`src/sv/assert_macros.svh`:
```
// assertion helper macros
`ifndef ASSERT_MACROS_SVH
`define ASSERT_MACROS_SVH

// property a implies b in the same cycle
`define ASSERT_IMPL(label, clk, rst, a, b) \
   label: assert property (@(posedge clk) disable iff (rst) (a) |-> (b)) \
      else $error("assertion failed");

// property a implies b in the next cycle
`define ASSERT_NEXT(label, clk, rst, a, b) \
   label: assert property (@(posedge clk) disable iff (rst) (a) |=> (b)) \
      else $error("assertion failed");

`endif

```
`src/sv/sdff_pkg.sv`:
```
// ----------------------------------------------------------------------------
// sdff_pkg
// shared types, constants and digit tables for the display frame formatter
// ----------------------------------------------------------------------------
package sdff_pkg;

   localparam int RAM_BYTES = 14;
   localparam int ADDR_W = 4;

   localparam logic [3:0] FUNC_INIT   = 4'd0;
   localparam logic [3:0] FUNC_CLEAR  = 4'd1;
   localparam logic [3:0] FUNC_ALLON  = 4'd2;
   localparam logic [3:0] FUNC_DIGON  = 4'd3;
   localparam logic [3:0] FUNC_DEFLT  = 4'd4;
   localparam logic [3:0] FUNC_AP     = 4'd5;
   localparam logic [3:0] FUNC_LEDS   = 4'd6;
   localparam logic [3:0] FUNC_SPEED  = 4'd7;
   localparam logic [3:0] FUNC_TIMER  = 4'd8;
   localparam logic [3:0] FUNC_PM25   = 4'd9;
   localparam logic [3:0] FUNC_FILTER = 4'd10;
   localparam logic [3:0] FUNC_BRIGHT = 4'd11;
   localparam logic [3:0] FUNC_RAW    = 4'd12;

   localparam logic [7:0] CMD_WRITE = 8'h44;
   localparam logic [7:0] CMD_ADDR  = 8'hC0;
   localparam logic [7:0] CMD_MODE  = 8'h03;
   localparam logic [7:0] CMD_AUTO  = 8'h40;
   localparam logic [7:0] CMD_ON    = 8'h8F;

   // op kinds for a single byte write
   typedef enum logic [2:0] {
      OP_SET,      // byte = data
      OP_OR,       // byte = shadow | data
      OP_AND,      // byte = shadow & data
      OP_LOW,      // digit low byte: (shadow & 1) | data
      OP_LED       // shadow bit 0 replaced by data[0]
   } op_type;

   typedef enum logic [2:0] {
      ST_IDLE,
      ST_PLAN,
      ST_READ,
      ST_CMD,
      ST_DATA,
      ST_SOLO
   } state_type;

   // controller to datapath
   typedef struct packed {
      logic       load;     // capture the request
      logic       prep;     // compute the byte for step
      logic [4:0] step;
      logic       commit;   // write shadow
      logic       clear;    // reset-time clearing pass
   } dp_cmd_type;

   // datapath to controller
   typedef struct packed {
      logic [4:0] nsteps;   // number of byte writes
      logic       has_pre;  // init prefix frames
      logic       solo;     // single command frame only
      logic       none;     // no frames
   } dp_stat_type;

   function automatic logic [7:0] seg_low(input logic [3:0] d);
      logic [7:0] r;
      case (d)
         4'd0: r = 8'h6E;
         4'd1: r = 8'h60;
         4'd2: r = 8'h56;
         4'd3: r = 8'h72;
         4'd4: r = 8'h78;
         4'd5: r = 8'h3A;
         4'd6: r = 8'h3E;
         4'd7: r = 8'h60;
         4'd8: r = 8'h7E;
         4'd9: r = 8'h7A;
         default: r = 8'h00;
      endcase
      return r;
   endfunction

endpackage

```
`src/sv/sdff_if.sv`:
```
// ----------------------------------------------------------------------------
// sdff_req_if / sdff_rsp_if
// valid/ready channels for requests and frames
// ----------------------------------------------------------------------------
interface sdff_req_if;
   logic       valid;
   logic       ready;
   logic [3:0] func;
   logic [15:0] value;
   logic [3:0] addr;
   logic [7:0] data;
   modport source (output valid, func, value, addr, data, input ready);
   modport sink (input valid, func, value, addr, data, output ready);
endinterface

interface sdff_rsp_if;
   logic       valid;
   logic       ready;
   logic [7:0] frame_cmd;
   logic       has_data;
   logic [7:0] frame_data;
   logic       last;
   modport source (output valid, frame_cmd, has_data, frame_data, last, input ready);
   modport sink (input valid, frame_cmd, has_data, frame_data, last, output ready);
endinterface

```
`src/sv/segment_display_frame_formatter_core.sv`:
```
// ----------------------------------------------------------------------------
// segment_display_frame_formatter_core
// turns display requests into controller command/data frames
// ----------------------------------------------------------------------------
// One request at a time. Each byte write passes through a shadow read, a
// command frame and an address/data frame, after the request is accepted
// and planned; init sends 31 frames. The shadow ram is cleared during reset.
`include "assert_macros.svh"

module segment_display_frame_formatter_core (
   input logic         clock,
   input logic         reset,
   sdff_req_if.sink    req,
   sdff_rsp_if.source  rsp
);

   sdff_pkg::dp_cmd_type  cmd;
   sdff_pkg::dp_stat_type stat;
   logic [3:0] wr_addr;
   logic [7:0] wr_byte;

   sdff_datapath u_dp (
      .clock(clock), .func(req.func), .value(req.value), .addr(req.addr),
      .data(req.data), .cmd(cmd), .stat(stat), .wr_addr(wr_addr), .wr_byte(wr_byte)
   );

   sdff_ctrl u_ctrl (
      .clock(clock), .reset(reset), .req_valid(req.valid), .req_ready(req.ready),
      .req_value(req.value), .out_valid(rsp.valid), .out_ready(rsp.ready),
      .out_cmd(rsp.frame_cmd), .out_has(rsp.has_data), .out_data(rsp.frame_data),
      .out_last(rsp.last), .stat(stat), .cmd(cmd), .wr_addr(wr_addr), .wr_byte(wr_byte)
   );

   `ASSERT_IMPL(a_no_accept_busy, clock, reset, rsp.valid, !req.ready)
   `ASSERT_IMPL(a_data_zero, clock, reset, rsp.valid && !rsp.has_data,
                rsp.frame_data == 8'h00)
   `ASSERT_NEXT(a_last_idle, clock, reset, rsp.valid && rsp.ready && rsp.last,
                !rsp.valid)

endmodule

```
`src/sv/sdff_datapath.sv`:
```
// ----------------------------------------------------------------------------
// sdff_datapath
// request registers, digit split, shadow ram and per-step byte generation
// ----------------------------------------------------------------------------
module sdff_datapath (
   input  logic                   clock,
   input  logic [3:0]             func,
   input  logic [15:0]            value,
   input  logic [3:0]             addr,
   input  logic [7:0]             data,
   input  sdff_pkg::dp_cmd_type   cmd,
   output sdff_pkg::dp_stat_type  stat,
   output logic [3:0]             wr_addr,
   output logic [7:0]             wr_byte
);

   logic [3:0]  func_ff;
   logic [15:0] value_ff;
   logic [3:0]  addr_ff;
   logic [7:0]  data_ff;
   logic [7:0]  shadow_ff [sdff_pkg::RAM_BYTES];
   logic [3:0]  dig_ff [3];
   logic [2:0]  dp_ff;
   logic        blank_ff;
   logic [3:0]  a_ff;
   logic [7:0]  b_ff;
   logic [9:0]  v10;
   logic [15:0] t2;
   logic [6:0]  r2;
   logic [14:0] t1;
   logic [3:0]  d2, d1, d0;

   // value already clamped below 1000: digits by multiply-and-shift with constant reciprocals
   always_comb begin
      v10 = value_ff[9:0];
      t2 = {6'd0, v10} * 16'd41;
      d2 = t2[15:12];
      r2 = 7'(v10 - 10'(d2) * 10'd100);
      t1 = {8'd0, r2} * 15'd205;
      d1 = t1[14:11];
      d0 = 4'(r2 - 7'(d1) * 7'd10);
   end

   // plan: clamp values on load (PM25 above 999 becomes 0 and sets blank)
   always_ff @(posedge clock) begin
      if (cmd.load) begin
         func_ff <= func;
         addr_ff <= addr;
         data_ff <= data;
         blank_ff <= (value > 16'd999);
         unique case (func)
            sdff_pkg::FUNC_SPEED:  value_ff <= (value > 16'd3) ? 16'd3 : value;
            sdff_pkg::FUNC_TIMER:  value_ff <= (value > 16'd24) ? 16'd24 : value;
            sdff_pkg::FUNC_FILTER: value_ff <= (value > 16'd100) ? 16'd100 : value;
            sdff_pkg::FUNC_PM25:   value_ff <= (value > 16'd999) ? 16'd0 : value;
            default:               value_ff <= value;
         endcase
      end
      // value is held for the whole request, digits settle during planning
      dig_ff[2] <= d2;
      dig_ff[1] <= d1;
      dig_ff[0] <= d0;
   end

   always_comb begin
      stat = '0;
      unique case (func_ff)
         sdff_pkg::FUNC_INIT:   begin stat.nsteps = 5'd14; stat.has_pre = 1'b1; end
         sdff_pkg::FUNC_CLEAR,
         sdff_pkg::FUNC_ALLON:  stat.nsteps = 5'd14;
         sdff_pkg::FUNC_DIGON,
         sdff_pkg::FUNC_DEFLT,
         sdff_pkg::FUNC_AP:     stat.nsteps = 5'd12;
         sdff_pkg::FUNC_LEDS:   stat.nsteps = 5'd4;
         sdff_pkg::FUNC_SPEED:  stat.nsteps = 5'd2;
         sdff_pkg::FUNC_TIMER:  stat.nsteps = 5'd4;
         sdff_pkg::FUNC_PM25,
         sdff_pkg::FUNC_FILTER: stat.nsteps = 5'd6;
         sdff_pkg::FUNC_BRIGHT: stat.solo = 1'b1;
         sdff_pkg::FUNC_RAW:    stat.nsteps = 5'd1;
         default:               stat.none = 1'b1;
      endcase
   end

   // byte plan for one step: address, op and operand
   logic [3:0] p_addr;
   logic [7:0] p_arg;
   sdff_pkg::op_type p_op;
   logic [3:0] p_dig;
   logic       p_dp;
   logic       p_hi;
   logic [2:0] p_grid;
   logic [7:0] p_rd;
   logic [7:0] tens;

   always_comb begin
      p_addr = cmd.step[3:0];
      p_arg  = 8'h00;
      p_op   = sdff_pkg::OP_SET;
      p_dig  = 4'd0;
      p_dp   = 1'b1;
      p_hi   = cmd.step[0];
      p_grid = 3'd7;
      tens   = 8'h00;
      unique case (func_ff)
         sdff_pkg::FUNC_INIT, sdff_pkg::FUNC_CLEAR: p_arg = 8'h00;
         sdff_pkg::FUNC_ALLON: p_arg = 8'hFF;
         sdff_pkg::FUNC_DIGON, sdff_pkg::FUNC_DEFLT, sdff_pkg::FUNC_AP: begin
            p_grid = 3'(3'd7 - 3'(cmd.step[4:1]));
            p_dig  = (func_ff == sdff_pkg::FUNC_AP) ? 4'd1 : 4'd0;
         end
         sdff_pkg::FUNC_LEDS: begin
            p_op = sdff_pkg::OP_LED;
            p_arg = {7'd0, value_ff[cmd.step[1:0]]};
            unique case (cmd.step[1:0])
               2'd0: p_addr = 4'd2;
               2'd1: p_addr = 4'd0;
               2'd2: p_addr = 4'd4;
               default: p_addr = 4'd6;
            endcase
         end
         sdff_pkg::FUNC_SPEED: begin
            p_grid = 3'd4;
            p_dig = value_ff[3:0];
         end
         sdff_pkg::FUNC_TIMER: begin
            tens = (value_ff[7:0] >= 8'd20) ? 8'd2 : (value_ff[7:0] >= 8'd10) ? 8'd1 : 8'd0;
            p_grid = cmd.step[1] ? 3'd2 : 3'd3;
            p_dig = cmd.step[1] ? 4'(value_ff[7:0] - tens * 8'd10) : tens[3:0];
         end
         sdff_pkg::FUNC_PM25, sdff_pkg::FUNC_FILTER: begin
            p_grid = 3'(3'd7 - 3'(cmd.step[4:1]));
            p_dig = dig_ff[2'd2 - cmd.step[2:1]];
            p_dp = (func_ff == sdff_pkg::FUNC_PM25) || (cmd.step[4:1] == 4'd2);
         end
         sdff_pkg::FUNC_RAW: begin
            p_addr = addr_ff;
            p_arg = data_ff;
         end
         default: ;
      endcase
      if (func_ff inside {sdff_pkg::FUNC_DIGON, sdff_pkg::FUNC_DEFLT, sdff_pkg::FUNC_AP,
                          sdff_pkg::FUNC_SPEED, sdff_pkg::FUNC_TIMER, sdff_pkg::FUNC_PM25,
                          sdff_pkg::FUNC_FILTER}) begin
         p_addr = {3'(p_grid - 3'd1), p_hi};
         if (func_ff == sdff_pkg::FUNC_DIGON) begin
            p_op = sdff_pkg::OP_OR;
            p_arg = p_hi ? 8'h01 : 8'hFE;
         end else if (func_ff == sdff_pkg::FUNC_PM25 && blank_ff) begin
            p_op = sdff_pkg::OP_AND;
            p_arg = p_hi ? 8'hFE : 8'h01;
         end else if (p_hi) begin
            p_op = sdff_pkg::OP_LED;
            p_arg = (p_dig != 4'd1 && p_dig != 4'd4) ? 8'h01 : 8'h00;
         end else begin
            p_op = sdff_pkg::OP_LOW;
            p_arg = sdff_pkg::seg_low(p_dig) | (p_dp ? 8'h80 : 8'h00);
         end
      end
      p_rd = (p_addr < 4'(sdff_pkg::RAM_BYTES)) ? shadow_ff[p_addr] : 8'h00;
   end

   always_ff @(posedge clock) begin
      if (cmd.prep) begin
         a_ff <= p_addr;
         case (p_op)
            sdff_pkg::OP_OR:  b_ff <= p_rd | p_arg;
            sdff_pkg::OP_AND: b_ff <= p_rd & p_arg;
            sdff_pkg::OP_LOW: b_ff <= (p_rd & 8'h01) | p_arg;
            sdff_pkg::OP_LED: b_ff <= (p_rd & 8'hFE) | p_arg;
            default:          b_ff <= p_arg;
         endcase
      end
      if (cmd.clear) begin
         for (int i = 0; i < sdff_pkg::RAM_BYTES; i++) shadow_ff[i] <= 8'h00;
      end else if (cmd.commit && a_ff < 4'(sdff_pkg::RAM_BYTES)) begin
         shadow_ff[a_ff] <= b_ff;
      end
   end

   assign wr_addr = a_ff;
   assign wr_byte = b_ff;

endmodule

```
`src/sv/sdff_ctrl.sv`:
```
// ----------------------------------------------------------------------------
// sdff_ctrl
// sequencer: walks the byte writes of a request and issues frames
// ----------------------------------------------------------------------------
module sdff_ctrl (
   input  logic                  clock,
   input  logic                  reset,
   input  logic                  req_valid,
   output logic                  req_ready,
   input  logic [15:0]           req_value,
   output logic                  out_valid,
   input  logic                  out_ready,
   output logic [7:0]            out_cmd,
   output logic                  out_has,
   output logic [7:0]            out_data,
   output logic                  out_last,
   input  sdff_pkg::dp_stat_type stat,
   output sdff_pkg::dp_cmd_type  cmd,
   input  logic [3:0]            wr_addr,
   input  logic [7:0]            wr_byte
);

   sdff_pkg::state_type state_ff, state_in;
   logic [4:0] step_ff, step_in;
   logic [1:0] pre_ff, pre_in;     // init: prefix frames then trailing on
   logic       post_ff, post_in;
   logic [7:0] bright_ff;

   always_ff @(posedge clock) begin
      if (reset) begin
         state_ff <= sdff_pkg::ST_IDLE;
         step_ff <= '0;
         pre_ff <= '0;
         post_ff <= 1'b0;
      end else begin
         state_ff <= state_in;
         step_ff <= step_in;
         pre_ff <= pre_in;
         post_ff <= post_in;
      end
   end

   always_ff @(posedge clock) begin
      if (req_valid && req_ready) begin
         unique case (req_value)
            16'd0:   bright_ff <= 8'h88;
            16'd1:   bright_ff <= 8'h8B;
            16'd2:   bright_ff <= 8'h8F;
            default: bright_ff <= 8'h80;
         endcase
      end
   end

   logic last_step;
   assign last_step = (step_ff == 5'(stat.nsteps - 5'd1));

   always_comb begin
      state_in = state_ff;
      step_in = step_ff;
      pre_in = pre_ff;
      post_in = post_ff;
      cmd = '0;
      cmd.step = step_ff;
      cmd.clear = reset;
      req_ready = 1'b0;
      out_valid = 1'b0;
      out_cmd = sdff_pkg::CMD_WRITE;
      out_has = 1'b0;
      out_data = 8'h00;
      out_last = 1'b0;
      unique case (state_ff)
         sdff_pkg::ST_IDLE: begin
            req_ready = 1'b1;
            if (req_valid) begin
               cmd.load = 1'b1;
               step_in = '0;
               state_in = sdff_pkg::ST_PLAN;
            end
         end
         sdff_pkg::ST_PLAN: begin
            pre_in = stat.has_pre ? 2'd2 : 2'd0;
            post_in = stat.has_pre;
            if (stat.none) state_in = sdff_pkg::ST_IDLE;
            else if (stat.solo || stat.has_pre) state_in = sdff_pkg::ST_SOLO;
            else state_in = sdff_pkg::ST_READ;
         end
         sdff_pkg::ST_READ: begin
            cmd.prep = 1'b1;
            state_in = sdff_pkg::ST_CMD;
         end
         sdff_pkg::ST_CMD: begin
            out_valid = 1'b1;
            if (out_ready) state_in = sdff_pkg::ST_DATA;
         end
         sdff_pkg::ST_DATA: begin
            out_valid = 1'b1;
            out_cmd = sdff_pkg::CMD_ADDR + {4'd0, wr_addr};
            out_has = 1'b1;
            out_data = wr_byte;
            out_last = last_step && !post_ff;
            if (out_ready) begin
               cmd.commit = 1'b1;
               step_in = step_ff + 5'd1;
               if (!last_step) state_in = sdff_pkg::ST_READ;
               else if (post_ff) state_in = sdff_pkg::ST_SOLO;
               else state_in = sdff_pkg::ST_IDLE;
            end
         end
         sdff_pkg::ST_SOLO: begin
            out_valid = 1'b1;
            if (pre_ff == 2'd2) out_cmd = sdff_pkg::CMD_MODE;
            else if (pre_ff == 2'd1) out_cmd = sdff_pkg::CMD_AUTO;
            else if (post_ff) out_cmd = sdff_pkg::CMD_ON;
            else out_cmd = bright_ff;
            out_last = (pre_ff == 2'd0);
            if (out_ready) begin
               if (pre_ff != 2'd0) begin
                  pre_in = pre_ff - 2'd1;
                  if (pre_ff == 2'd1) state_in = sdff_pkg::ST_READ;
               end else begin
                  post_in = 1'b0;
                  state_in = sdff_pkg::ST_IDLE;
               end
            end
         end
         default: state_in = sdff_pkg::ST_IDLE;
      endcase
   end

endmodule

```
`src/flat_wrapper.sv`:
```
// flat-port wrapper written by rule: the top's interface ports become plain ports
module segment_display_frame_formatter_core_flat 
  (clock, reset, req_valid, req_func, req_value, req_addr, req_data, req_ready, rsp_valid, rsp_frame_cmd, rsp_has_data, rsp_frame_data, rsp_last, rsp_ready);
  sdff_req_if req_i ();
  sdff_rsp_if rsp_i ();
  input logic clock;
  input logic reset;
  input wire logic [$bits(req_i.valid)-1:0] req_valid;
  input wire logic [$bits(req_i.func)-1:0] req_func;
  input wire logic [$bits(req_i.value)-1:0] req_value;
  input wire logic [$bits(req_i.addr)-1:0] req_addr;
  input wire logic [$bits(req_i.data)-1:0] req_data;
  output wire logic [$bits(req_i.ready)-1:0] req_ready;
  output wire logic [$bits(rsp_i.valid)-1:0] rsp_valid;
  output wire logic [$bits(rsp_i.frame_cmd)-1:0] rsp_frame_cmd;
  output wire logic [$bits(rsp_i.has_data)-1:0] rsp_has_data;
  output wire logic [$bits(rsp_i.frame_data)-1:0] rsp_frame_data;
  output wire logic [$bits(rsp_i.last)-1:0] rsp_last;
  input wire logic [$bits(rsp_i.ready)-1:0] rsp_ready;
  assign req_i.valid = req_valid;
  assign req_i.func = req_func;
  assign req_i.value = req_value;
  assign req_i.addr = req_addr;
  assign req_i.data = req_data;
  assign req_ready = req_i.ready;
  assign rsp_valid = rsp_i.valid;
  assign rsp_frame_cmd = rsp_i.frame_cmd;
  assign rsp_has_data = rsp_i.has_data;
  assign rsp_frame_data = rsp_i.frame_data;
  assign rsp_last = rsp_i.last;
  assign rsp_i.ready = rsp_ready;
  segment_display_frame_formatter_core u_core (.clock(clock), .reset(reset), .req(req_i), .rsp(rsp_i));
endmodule
```
`config.mk`:
```
export PLATFORM = sky130hd
export DESIGN_NAME = segment_display_frame_formatter_core_flat
export DESIGN_NICKNAME = d
export VERILOG_FILES = /design/src/sv/sdff_pkg.sv /design/src/sv/sdff_if.sv /design/src/sv/segment_display_frame_formatter_core.sv /design/src/sv/sdff_datapath.sv /design/src/sv/sdff_ctrl.sv /design/src/flat_wrapper.sv
export VERILOG_INCLUDE_DIRS = /design/src /design/src/sv
export SDC_FILE = /design/constraint.sdc
export NUM_CORES = 1
export LEC_CHECK = 0
export ABC_AREA = 1
export BUFFER_PORTS_ARGS = -buffer_cell sky130_fd_sc_hd__buf_2
export CAP_MARGIN = 0
export CORE_MARGIN = 2
export CORE_UTILIZATION = 44
export DETAILED_ROUTE_END_ITERATION = 8
export PLACE_DENSITY = 0.63
export REMOVE_ABC_BUFFERS = 1
export SYNTH_ARGS = -nofsm -noshare
export SYNTH_HDL_FRONTEND = slang
export SYNTH_HIERARCHICAL = 1
export SYNTH_SLANG_ARGS = --single-unit
```
`constraint.sdc`:
```
create_clock -name clock -period 13.3 [get_ports clock]
set_clock_uncertainty 0.2 [all_clocks]
set_input_delay 1.33 -clock clock [delete_from_list [all_inputs] [get_ports clock]]
set_output_delay 1.33 -clock clock [all_outputs]
set_load 0.03 [all_outputs]
```
# Yosys cells after proc, flatten, opt, wreduce, memory -nomap -nowiden
# Memories as Yosys holds them, arrays and structs flattened.
# Index checks and enable logic that the tools add are counted.
[op_classes] addsub=10 mul=5 n_lt_le_gt_ge=9 n_eq_ne=42 n_mux=85 bitwise_logic=5 reduce_logical=29
[op_table] cell="$mux W8" n=17
[op_table] cell="$mux W3" n=15
[op_table] cell="$mux W10" n=4
[op_table] cell="$pmux W10 S4" n=1
[op_table] cell="$eq A4 B4 Y1 const B" n=8
[op_table] cell="$pmux W8 S4" n=1
[op_table] cell="$mux W1" n=24
[op_table] cell="$or A8 B8 Y8" n=3
[op_table] cell="$pmux W4 S6" n=1
[op_table] cell="$pmux W8 S3" n=1
[op_table] cell="$eq A4 B3 Y1 const B" n=5
[op_table] cell="$pmux W3 S3" n=2
[op_table] cell="$pmux W3 S6" n=1
[op_table] cell="$eq A16 B1 Y1 const B" n=1
[op_table] cell="$eq A16 B2 Y1 const B" n=1
[op_table] cell="$gt A16 B10 Y1 const B" n=1
[op_table] cell="$gt A16 B2 Y1 const B" n=1
[op_table] cell="$gt A16 B5 Y1 const B" n=1
[op_table] cell="$gt A16 B7 Y1 const B" n=1
[op_table] cell="$logic_not A16 Y1" n=1
[op_table] cell="$mul A10 B6 Y16 const B" n=1
[op_table] cell="$pmux W4 S4" n=1
[op_table] cell="$pmux W8 S2" n=1
[op_table] cell="$mul A7 B8 Y15 const B" n=1
[op_table] cell="other kinds (54)" n=91
[word_totals] register_bits=58 ramBits=124 romBits=96 in_bits=36 word_cells=200 mem_count=3
[memory_table] memory="u_core.u_dp.shadow_ff" words=14 word_bits=8 read_ports=1 rd_ports_with_merged_regs=0 wr=14 line_no="sdff_datapath.sv:21" rtl="logic [7:0] shadow_ff [sdff_pkg::RAM_BYTES];"
[memory_table] memory="(name not given)" words=16 word_bits=6 read_ports=1 rd_ports_with_merged_regs=0 wr=0 line_no="sdff_pkg.sv:67" rtl="case (d)"
[memory_table] memory="u_core.u_dp.dig_ff" words=3 word_bits=4 read_ports=1 rd_ports_with_merged_regs=0 wr=3 line_no="sdff_datapath.sv:22" rtl="logic [3:0] dig_ff [3];"

# Depth between registers and ports, before layout
# Gate-level depths: netlist (run 1).
# An unclocked memory read counts as a cell.
[depth] word_depth=19 depth_mapped=43 depth_no_buf=43

# Cells and area by module
# The synthesis (run 1) kept the hierarchy.
[modules_own_cells] module="sdff_datapath" n_inst=1 cells_per_inst=1178 area_each_um2=10291.1 seq_area_each_um2=4774.6
[modules_own_cells] module="sdff_ctrl" n_inst=1 cells_per_inst=203 area_each_um2=1277.5 seq_area_each_um2=310.3

# Worst setup path before layout (run 1)
# No wires, ideal clock.
[synth_path] path_kind="reg-to-reg" start="register u_core.u_dp.value_ff[4]" end="memory u_core.u_dp.dig_ff[0][3]" t_arrival_ps=7202 t_required_ps=12991 slack_ps=5790 path_stages_with_launch=41 synth_period_minus_slack_ps=7510 path_cell_list="edfxtp_1 ha_1 fa_1 ha_1 ha_1 a21oi_1 o21ai_0 nand2_1 nand4_1 a21oi_1 xnor2_1 ha_1 inv_1 ha_1 nand3_1 nand2_1 inv_1 nand2_1 [... 5 more ...] fa_1 inv_1 ha_1 nand2_1 inv_1 a21oi_1 o31ai_1 or2_2 nand2_1 inv_1 ha_1 fa_1 xnor2_1 inv_1 nand3_1 nand3_1 nand2_1 inv_1"
[synth_rtl] item="start, declared" line_no="sdff_datapath.sv:18" rtl="logic [15:0] value_ff;"
[synth_rtl] item="start signal, assigned" line_no="sdff_datapath.sv:52" rtl="sdff_pkg::FUNC_SPEED: value_ff <= (value > 16'd3) ? 16'd3 : value;"
[synth_rtl] item="start signal, assigned" line_no="sdff_datapath.sv:53" rtl="sdff_pkg::FUNC_TIMER: value_ff <= (value > 16'd24) ? 16'd24 : value;"
[synth_rtl] item="start signal, assigned" line_no="sdff_datapath.sv:54" rtl="sdff_pkg::FUNC_FILTER: value_ff <= (value > 16'd100) ? 16'd100 : value;"
[synth_rtl] item="end, declared" line_no="sdff_datapath.sv:22"

==> flow_summary.json, run 1 <==
{
  "num_rows": 59,
  "fin_setup_tns_ns": 0,
  "wl_met3_um": 1410,
  "cp-startpoint": "u_core/u_dp/value_ff[6]",
  "end_kind": "flip-flop",
  "start_kind": "flip-flop",
  "cpPeakStageDelay_ns": 0.51,
  "ys_async_sr_fraction_pct": 0,
  "cts_tree": "built",
  "overflow": 0,
  "wl_met2_um": 13900,
  "instances_no_fill": 1768,
  "r2r_cells": 40,
  "wl_um": 28400,
  "firstDrtPassIters": 9,
  "max-cap-violations": 0,
  "worst_pin_slew_ns": 1.05,
  "r2r_start": "u_core/u_dp/value_ff[6]",
  "synth_most_common_cell": "nand2_1",
  "dieWidth_um": 166,
  "port_buffers": 53,
  "synth_area_leaders": "edfxtp_1 (40%), nand2_1 (9.8%), ha_1 (9.4%)",
  "start_util_pct": 44.6,
  "ios": 56,
  "worst_ep_required_time_ns": 13.45,
  "fmaxAchievable_ghz": 0.123,
  "cpMostUsedCell": "ha_1",
  "vias": 9288,
  "drc": 0,
  "drv_slew": 0,
  "ys_warn_count": 6,
  "routabilityCongestion": 0.892,
  "ant_nets": 0,
  "r2r_slack_ns": 5.15,
  "reg2reg_to": "u_core/u_dp/dig_ff[0][3]",
  "cp.arrival_ns": 8.29,
  "worst-path-max-fanout": 5,
  "highest_layer": "met4",
  "status": "finished clean",
  "vias_per_cell": 5.25,
  "hold_violations": 0,
  "fin_crit_ns": 8.15,
  "die_area_mm2": 0.0276,
  "critPathSlowestCell": "edfxtp_1",
  "slew_headroom_pct": 29.7,
  "synth_cells": 1381,
  "synthTopCellsByCount": "nand2_1 (301), nor2_1 (241), edfxtp_1 (154)",
  "yosysTopAreaCell": "edfxtp_1",
  "antenna_found_initial": 0,
  "root_buffer": "clkbuf_16",
  "synth_top_area_share_pct": 40.0,
  "htree_levels": 4,
  "drt_iter0_markers": 689,
  "synth-main-ff-cell": "edfxtp_1",
  "synth_edf_count": 154,
  "numCtsBuffers": 17,
  "ys_seq_elements": 177,
  "die_y_um": 166,
  "grt.total_usage_pct": 20.7,
  "core_area_mm2": 0.0259,
  "syn_avg_cell_area_um2": 8.38,
  "hp-class": "reg -> reg",
  "rsz0062_at_grt": "false",
  "ctsLongestPathBuffers": 2,
  "wl_per_cell_um": 16.0,
  "crit_end": "u_core/u_dp/dig_ff[0][3]",
  "crit_type": "reg -> reg",
  "grt_pass1_vias": 8912,
  "dp_hpwl_um": 20600,
  "timing.final.crit_share_pct": 61.3,
  "postCtsSetupBuffers": 0,
  "grt_max_degree": 63,
  "drive_gt1_share_pct": 11.8,
  "yosysSeqAreaShare_pct": 44.0,
  "cts_hold_buf": 0,
  "clkTransAtPathRegs_ns": 0.07,
  "insertion_delay_ns": 0.45,
  "met1Wirelength_um": 12700,
  "grt_pass1_wl_um": 45700,
  "netlist_area_mm2": 0.0116,
  "area.growth.synth_to_final_pct": 9.42,
  "antenna_cells": 0,
  "synth_cell_types": 50,
  "cts.sinks": 177,
  "setup-violations-final": 0,
  "fin_nets": 1558,
  "cts_resized": 0,
  "dp.cells": 1736
}
-- worst max-delay path, delay by kind of cell (launching register included) --
kind | cells | cell delay, ns
AO/OA/AOI/OAI | 5 | 0.92
XOR/XNOR | 3 | 0.60
adder cells (fa/ha/maj) | 13 | 4.47
buffers and inverters | 8 | 0.38
flip-flops | 1 | 0.51
AND/OR/NAND/NOR | 11 | 0.96
-- sequential cells by signal, indices dropped and copies added (netlist names) --
signal and count:
u_core/u_dp/shadow_ff 112, u_core/u_dp/dig_ff 12, u_core/u_dp/value_ff 10, u_core/u_dp/data_ff 8
u_core/u_dp/wr_byte 8, u_core/u_ctrl/step_ff 5, u_core/u_dp/addr_ff 4, u_core/u_dp/func_ff 4
u_core/u_dp/wr_addr 4, u_core/u_ctrl/bright_ff 3, u_core/u_ctrl/state_ff 3, u_core/u_ctrl/pre_ff 2
u_core/u_ctrl/post_ff 1, u_core/u_dp/blank_ff 1
-- per-stage QoR --
stage / util, % / cell area, µm² / worst slack, ns / hold WS, ns
floorplan: - / 11300 / 5.79 / 0.291
global placement: 46.5 / 12000 / 5.35 / 0.309
detailed placement: 46.5 / 12000 / 5.14 / 0.320
CTS: 48.9 / 12700 / 5.14 / 0.329
global route: 48.9 / 12700 / 4.43 / 0.361
finish: 48.9 / 12700 / 5.15 / 0.323
-- cell families (layout without fill, tap and decap cells) --
kind of cell,Yosys count,in the layout,share of synthesized area [%]
AND/OR/NAND/NOR,764,764,29.3
buffers and inverters,196,247,7.18
flip-flops,177,177,44.0
AO/OA/AOI/OAI,128,128,6.62
adder cells (fa/ha/maj),102,102,12.0
XOR/XNOR,12,12,0.908
other,2,3,0.0649
-- cell type report --
class                      instances  area, µm²
fill                            2467      13300
sequential                       177       5080
clock inverter                    15        193
inverter                         161        607
multi-input combinational       1009       5660
timing repair buffer              54        273
clock buffer                      17        425
tap                              335        419
-- layout by cell type, fill, tap and decap left out, drive strengths merged, types with 16 or more instances in the layout --
cell,n
inv,166
or2,56
edfxtp,154
o211ai,17
a21oi,48
nand2,320
dfxtp,23
buf,54
nand4,16
nand3,97
clkbuf,17
o21ai,40
ha,87
nor2,256
-- worst min path at each step --
stage | startpoint | to | cells past startpoint
floorplan | u_core/u_ctrl/state_ff[1] | u_core/u_ctrl/state_ff[1] | 2
global placement | u_core/u_ctrl/state_ff[1] | u_core/u_ctrl/state_ff[1] | 2
detailed placement | u_core/u_ctrl/state_ff[1] | u_core/u_ctrl/state_ff[1] | 2
CTS | u_core/u_ctrl/state_ff[1] | u_core/u_ctrl/state_ff[1] | 2
global route | u_core/u_ctrl/state_ff[1] | u_core/u_ctrl/state_ff[1] | 2
finish | u_core/u_ctrl/state_ff[1] | u_core/u_ctrl/state_ff[1] | 2
-- routing by layer --
layer | up-vias | GRT usage, %
met2 | 220 | 35.5
met1 | 4410 | 28.0
li1 | 4628 | -
met4 | 0 | 5.33
met3 | 30 | 2.72
met5 | - | 0
Power of run 1 is left out: the tool's default activity adds up to more than one toggle a clock period on the data nets, which glitch-free logic cannot reach.
==> run 2: changes to the inputs <==
Settings changed: PLACE_DENSITY 0.63 to 0.66.
Clock period 13.3 ns to 7.2 ns, I/O delays scaled along.
==> run 2 against run 1 <==
Against the previous run: critical path type unchanged; first-iteration DRC count increased by 39%; critical path depth rose by 2; design area grew 9.8%; highest routed layer unchanged; clock-buffer cell count unchanged; worst setup slack got worse by 5.4 ns; non-clock buffer count up 90; the flow now finishes with violations (setup timing); die area unchanged.
==> flow_summary.json, run 2 (same netlist as run 1, synthesis figures left out) <==
{
  "fin_nets": 1648,
  "cts_tree": "built",
  "cp.arrival_ns": 7.64,
  "max_flop_register": "u_core/u_dp/shadow_ff",
  "ctsLongestPathBuffers": 2,
  "cts_hold_buf": 0,
  "fin_setup_tns_ns": -0.318,
  "grt.total_usage_pct": 22.2,
  "fin_util_pct": 53.6,
  "die_y_um": 166,
  "final_common_cell": "nand2_1",
  "numCtsBuffers": 17,
  "start_util_pct": 44.6,
  "worst_pin_slew_ns": 1.09,
  "wl_per_cell_um": 16.7,
  "hp-class": "in -> reg",
  "drc": 0,
  "firstDrtPassIters": 5,
  "rsz0062_at_grt": "true",
  "reg2reg_to": "u_core/u_dp/dig_ff[0][3]",
  "r2r_start": "u_core/u_dp/value_ff[4]",
  "crit_type": "reg -> reg",
  "r2r_slack_ns": -0.29,
  "hold_violations": 0,
  "r2r_cells": 42,
  "reg_top3": "u_core/u_dp/shadow_ff: 112 flops, u_core/u_dp/dig_ff: 12 flops, u_core/u_dp/value_ff: 10 flops",
  "area.growth.synth_to_final_pct": 20.1,
  "slew_headroom_pct": 27.0,
  "setup-violations-final": 2,
  "start_kind": "flip-flop",
  "worst-path-max-fanout": 3,
  "cts.sinks": 177,
  "status": "finished with violations",
  "wl_um": 31100,
  "port_buffers": 53,
  "largest_reg_flops": 112,
  "routabilityCongestion": 0.889,
  "fin_crit_ns": 7.49,
  "ios": 56,
  "violations": "setup timing",
  "grt_pass1_wl_um": 49100,
  "insertion_delay_ns": 0.43,
  "end_kind": "flip-flop",
  "die_area_mm2": 0.0276,
  "worst_ep_required_time_ns": 7.34,
  "ant_nets": 0,
  "mostFrequentLayoutCells": "nand2_1 (284), nor2_1 (238), edfxtp_1 (154)",
  "antenna_found_initial": 0,
  "overflow": 0,
  "drt_iter0_markers": 958,
  "setup_ws_ns": -0.294,
  "clkTransAtPathRegs_ns": 0.07,
  "vias_per_cell": 5.35,
  "grt_max_degree": 63,
  "dieWidth_um": 166,
  "cp-startpoint": "u_core/u_dp/value_ff[4]",
  "grt_pass1_vias": 9676,
  "vias": 9939,
  "fmaxAchievable_ghz": 0.133,
  "drv_slew": 0,
  "antenna_cells": 0,
  "cpMostUsedCell": "ha_4",
  "core_area_mm2": 0.0259,
  "htree_levels": 4,
  "drive_gt1_share_pct": 21.9,
  "num_rows": 59,
  "preCtsSetupSlack_ns": -0.728,
  "timing.final.crit_share_pct": 104,
  "cpPeakStageDelay_ns": 0.57,
  "crit_end": "u_core/u_dp/dig_ff[0][3]",
  "max-cap-violations": 0,
  "critPathSlowestCell": "fa_2",
  "dp_hpwl_um": 20700,
  "root_buffer": "clkbuf_16",
  "nFillCells": 2286
}
-- run 2: per-layer routing --
metal | GRT usage (%) | up-vias | share of wire (%) | wire length, µm
met2 | 38.4 | 353 | 50 | 15400
met1 | 28.2 | 4704 | 42 | 13100
met4 | 7.30 | 0 | 2.5 | 772
met5 | 0 | - | 0 | 0
met3 | 3.93 | 68 | 5.7 | 1760
li1 | - | 4814 | - | -
-- run 2: worst max-delay path: cells and delay by family, from the launching register on --
family / cells / cell delay, ns
AO/OA/AOI/OAI: 3 / 0.44
XOR/XNOR: 2 / 0.30
adder cells (fa/ha/maj): 13 / 3.61
buffers and inverters: 8 / 0.69
flip-flops: 1 / 0.49
AND/OR/NAND/NOR: 16 / 1.65
-- run 2: worst min-delay path by stage --
stage,start,end,slack (ns),depth (start not counted)
floorplan,u_core/u_ctrl/state_ff[1],u_core/u_ctrl/state_ff[1],0.29,2
global placement,u_core/u_ctrl/state_ff[1],u_core/u_ctrl/state_ff[1],0.31,2
detailed placement,u_core/u_ctrl/state_ff[1],u_core/u_ctrl/state_ff[1],0.32,2
CTS,req_data[6],u_core/u_dp/data_ff[6],0.24,1
global route,req_data[6],u_core/u_dp/data_ff[6],0.25,1
finish,req_data[7],u_core/u_dp/data_ff[7],0.26,1
-- run 2: final cells by class --
class	instances	area [µm²]	area share, %
well taps	335	419	3.02
multi-input cells	1009	6140	44.2
inverters	161	617	4.44
repair buffers	144	1010	7.29
flip-flops and latches	177	5080	36.6
clock inverters	15	194	1.40
clock buffers	17	425	3.06
-- run 2: repair_timing --
action                                  4_1_cts  5_1_grt
pin swaps                                    54       45
endpoints found under the setup margin        2        3
gates resized for setup                      64       42
setup buffers                                51        7
hold endpoints to repair                      0        0
-- run 2: metrics by stage --
| step | instances | hold WS, ns | cell area, µm² |
|---|---|---|---|
| global route | 1858 | 0.246 | 13900 |
| floorplan | 1347 | 0.291 | 11300 |
| detailed placement | 1775 | 0.316 | 12300 |
| finish | 1858 | 0.263 | 13900 |
| global placement | 1775 | 0.310 | 12300 |
| CTS | 1858 | 0.244 | 13700 |
Power of run 2 is left out for the same reason.
==> run 3: changes to the inputs <==
Settings changed: BUFFER_PORTS_ARGS -buffer_cell sky130_fd_sc_hd__buf_2 to -buffer_cell sky130_fd_sc_hd__buf_4.
==> run 3 against run 2 <==
Against the previous run: the run still ends with setup timing left; wire length decreased by 5.6%; clock-buffer cell count unchanged; die area unchanged; largest cell class unchanged.
==> flow_summary.json, run 3 (same netlist as run 1, synthesis figures left out) <==
{
  "grt_pass1_vias": 9478,
  "firstDrtPassIters": 5,
  "die_area_mm2": 0.0276,
  "cp.arrival_ns": 7.49,
  "overflow": 0,
  "crit_type": "reg -> reg",
  "placed_area_mm2": 0.0125,
  "nFillCells": 2303,
  "largest_reg_flops": 112,
  "core_area_mm2": 0.0259,
  "cts_tree": "built",
  "drc": 0,
  "fin_util_pct": 53.2,
  "start_kind": "flip-flop",
  "rsz0062_at_grt": "true",
  "final_common_cell": "nand2_1",
  "mostFrequentLayoutCells": "nand2_1 (290), nor2_1 (237), edfxtp_1 (154)",
  "insertion_delay_ns": 0.43,
  "worst-path-max-fanout": 3,
  "wl_per_cell_um": 16.1,
  "dieWidth_um": 166,
  "dp.cells": 1776,
  "end_kind": "flip-flop",
  "max-cap-violations": 0,
  "hold_violations": 0,
  "die_y_um": 166,
  "critPathSlowestCell": "fa_1",
  "worst_ep_required_time_ns": 7.34,
  "reg_top3": "u_core/u_dp/shadow_ff: 112 flops, u_core/u_dp/dig_ff: 12 flops, u_core/u_dp/value_ff: 10 flops",
  "area.growth.synth_to_final_pct": 19.2,
  "violations": "setup timing",
  "drt_iter0_markers": 895,
  "antenna_found_initial": 0,
  "cpMostUsedCell": "ha_4",
  "finalInstanceArea_mm2": 0.0138,
  "htree_levels": 4,
  "ant_nets": 0,
  "hold_ws_ns": 0.263,
  "drive_gt1_share_pct": 20.2,
  "max_flop_register": "u_core/u_dp/shadow_ff",
  "grt.total_usage_pct": 21.3,
  "ios": 56,
  "routabilityCongestion": 0.901,
  "fin_crit_ns": 7.35,
  "hp-class": "in -> reg",
  "instances_no_fill": 1827,
  "cts.sinks": 177,
  "timing.final.crit_share_pct": 102,
  "setup-violations-final": 1,
  "start_util_pct": 44.6,
  "clkTransAtPathRegs_ns": 0.07,
  "cpPeakStageDelay_ns": 0.55,
  "num_rows": 59,
  "vias_per_cell": 5.28,
  "root_buffer": "clkbuf_16",
  "antenna_cells": 0,
  "fmaxAchievable_ghz": 0.136,
  "vias": 9646,
  "setup_ws_ns": -0.151,
  "slew_headroom_pct": 26.1,
  "dp_hpwl_um": 20500,
  "worst_pin_slew_ns": 1.10,
  "drv_slew": 0,
  "numCtsBuffers": 17,
  "wl_um": 29300,
  "fin_nets": 1617,
  "grt_pass1_wl_um": 47500,
  "ctsLongestPathBuffers": 2,
  "grt_max_degree": 63,
  "status": "finished with violations",
  "port_buffers": 53
}
## run 3: worst paths after layout
kind / from / endpoint / slack (ns) / depth (start not counted)
setup / recovery: u_core/u_dp/value_ff[5] / u_core/u_dp/dig_ff[0][3] / -0.15 / 41
hold / removal: req_data[1] / u_core/u_dp/data_ff[1] / 0.26 / 1
setup reg to reg: u_core/u_dp/value_ff[5] / u_core/u_dp/dig_ff[0][3] / -0.15 / 41
hold reg to reg: u_core/u_ctrl/state_ff[1] / u_core/u_ctrl/state_ff[1] / 0.33 / 2
## run 3: layer usage
metal  up-vias  GRT usage, %  routed length [µm]
met2       304          36.6               14600
met3        50          4.34                1760
li1       4730             -                   -
met5         -             0                   0
met4         0          5.97                 656
met1      4562          27.4               12400
## run 3: through the flow
| step | setup WS (ns) | setup TNS, ns |
|---|---|---|
| 6_report | -0.151 | -0.151 |
| 5_1_grt | -0.487 | -0.647 |
| 4_1_cts | -0.126 | -0.126 |
| 3_5_place_dp | -0.709 | -1.06 |
| 3_3_place_gp | -0.497 | -0.644 |
| 2_1_floorplan | -0.310 | -0.310 |
## run 3: timing repair
item	CTS	global route
setup endpoints to repair	2	2
hold endpoints to repair	0	0
buffers inserted	11	8
hold buffers	0	0
gates resized for setup	60	29
pin swaps	55	41
## run 3: layout make-up
| cell class | instances | area, µm² | share of cell area, % |
|---|---|---|---|
| multi-input combinational | 1009 | 6180 | 44.8 |
| sequential | 177 | 5080 | 36.9 |
| timing repair buffer | 113 | 860 | 6.24 |
| inverter | 161 | 612 | 4.44 |
| clock buffer | 17 | 425 | 3.09 |
| tap | 335 | 419 | 3.04 |
| clock inverter | 15 | 203 | 1.47 |
## run 3: worst max-delay path, delay by kind of cell (launching register included)
family | cells | cell delay [ns]
AO/OA/AOI/OAI | 5 | 0.76
AND/OR/NAND/NOR | 13 | 1.39
flip-flops | 1 | 0.39
buffers and inverters | 7 | 0.58
adder cells (fa/ha/maj) | 13 | 3.48
XOR/XNOR | 3 | 0.45
Power of run 3 is left out for the same reason.
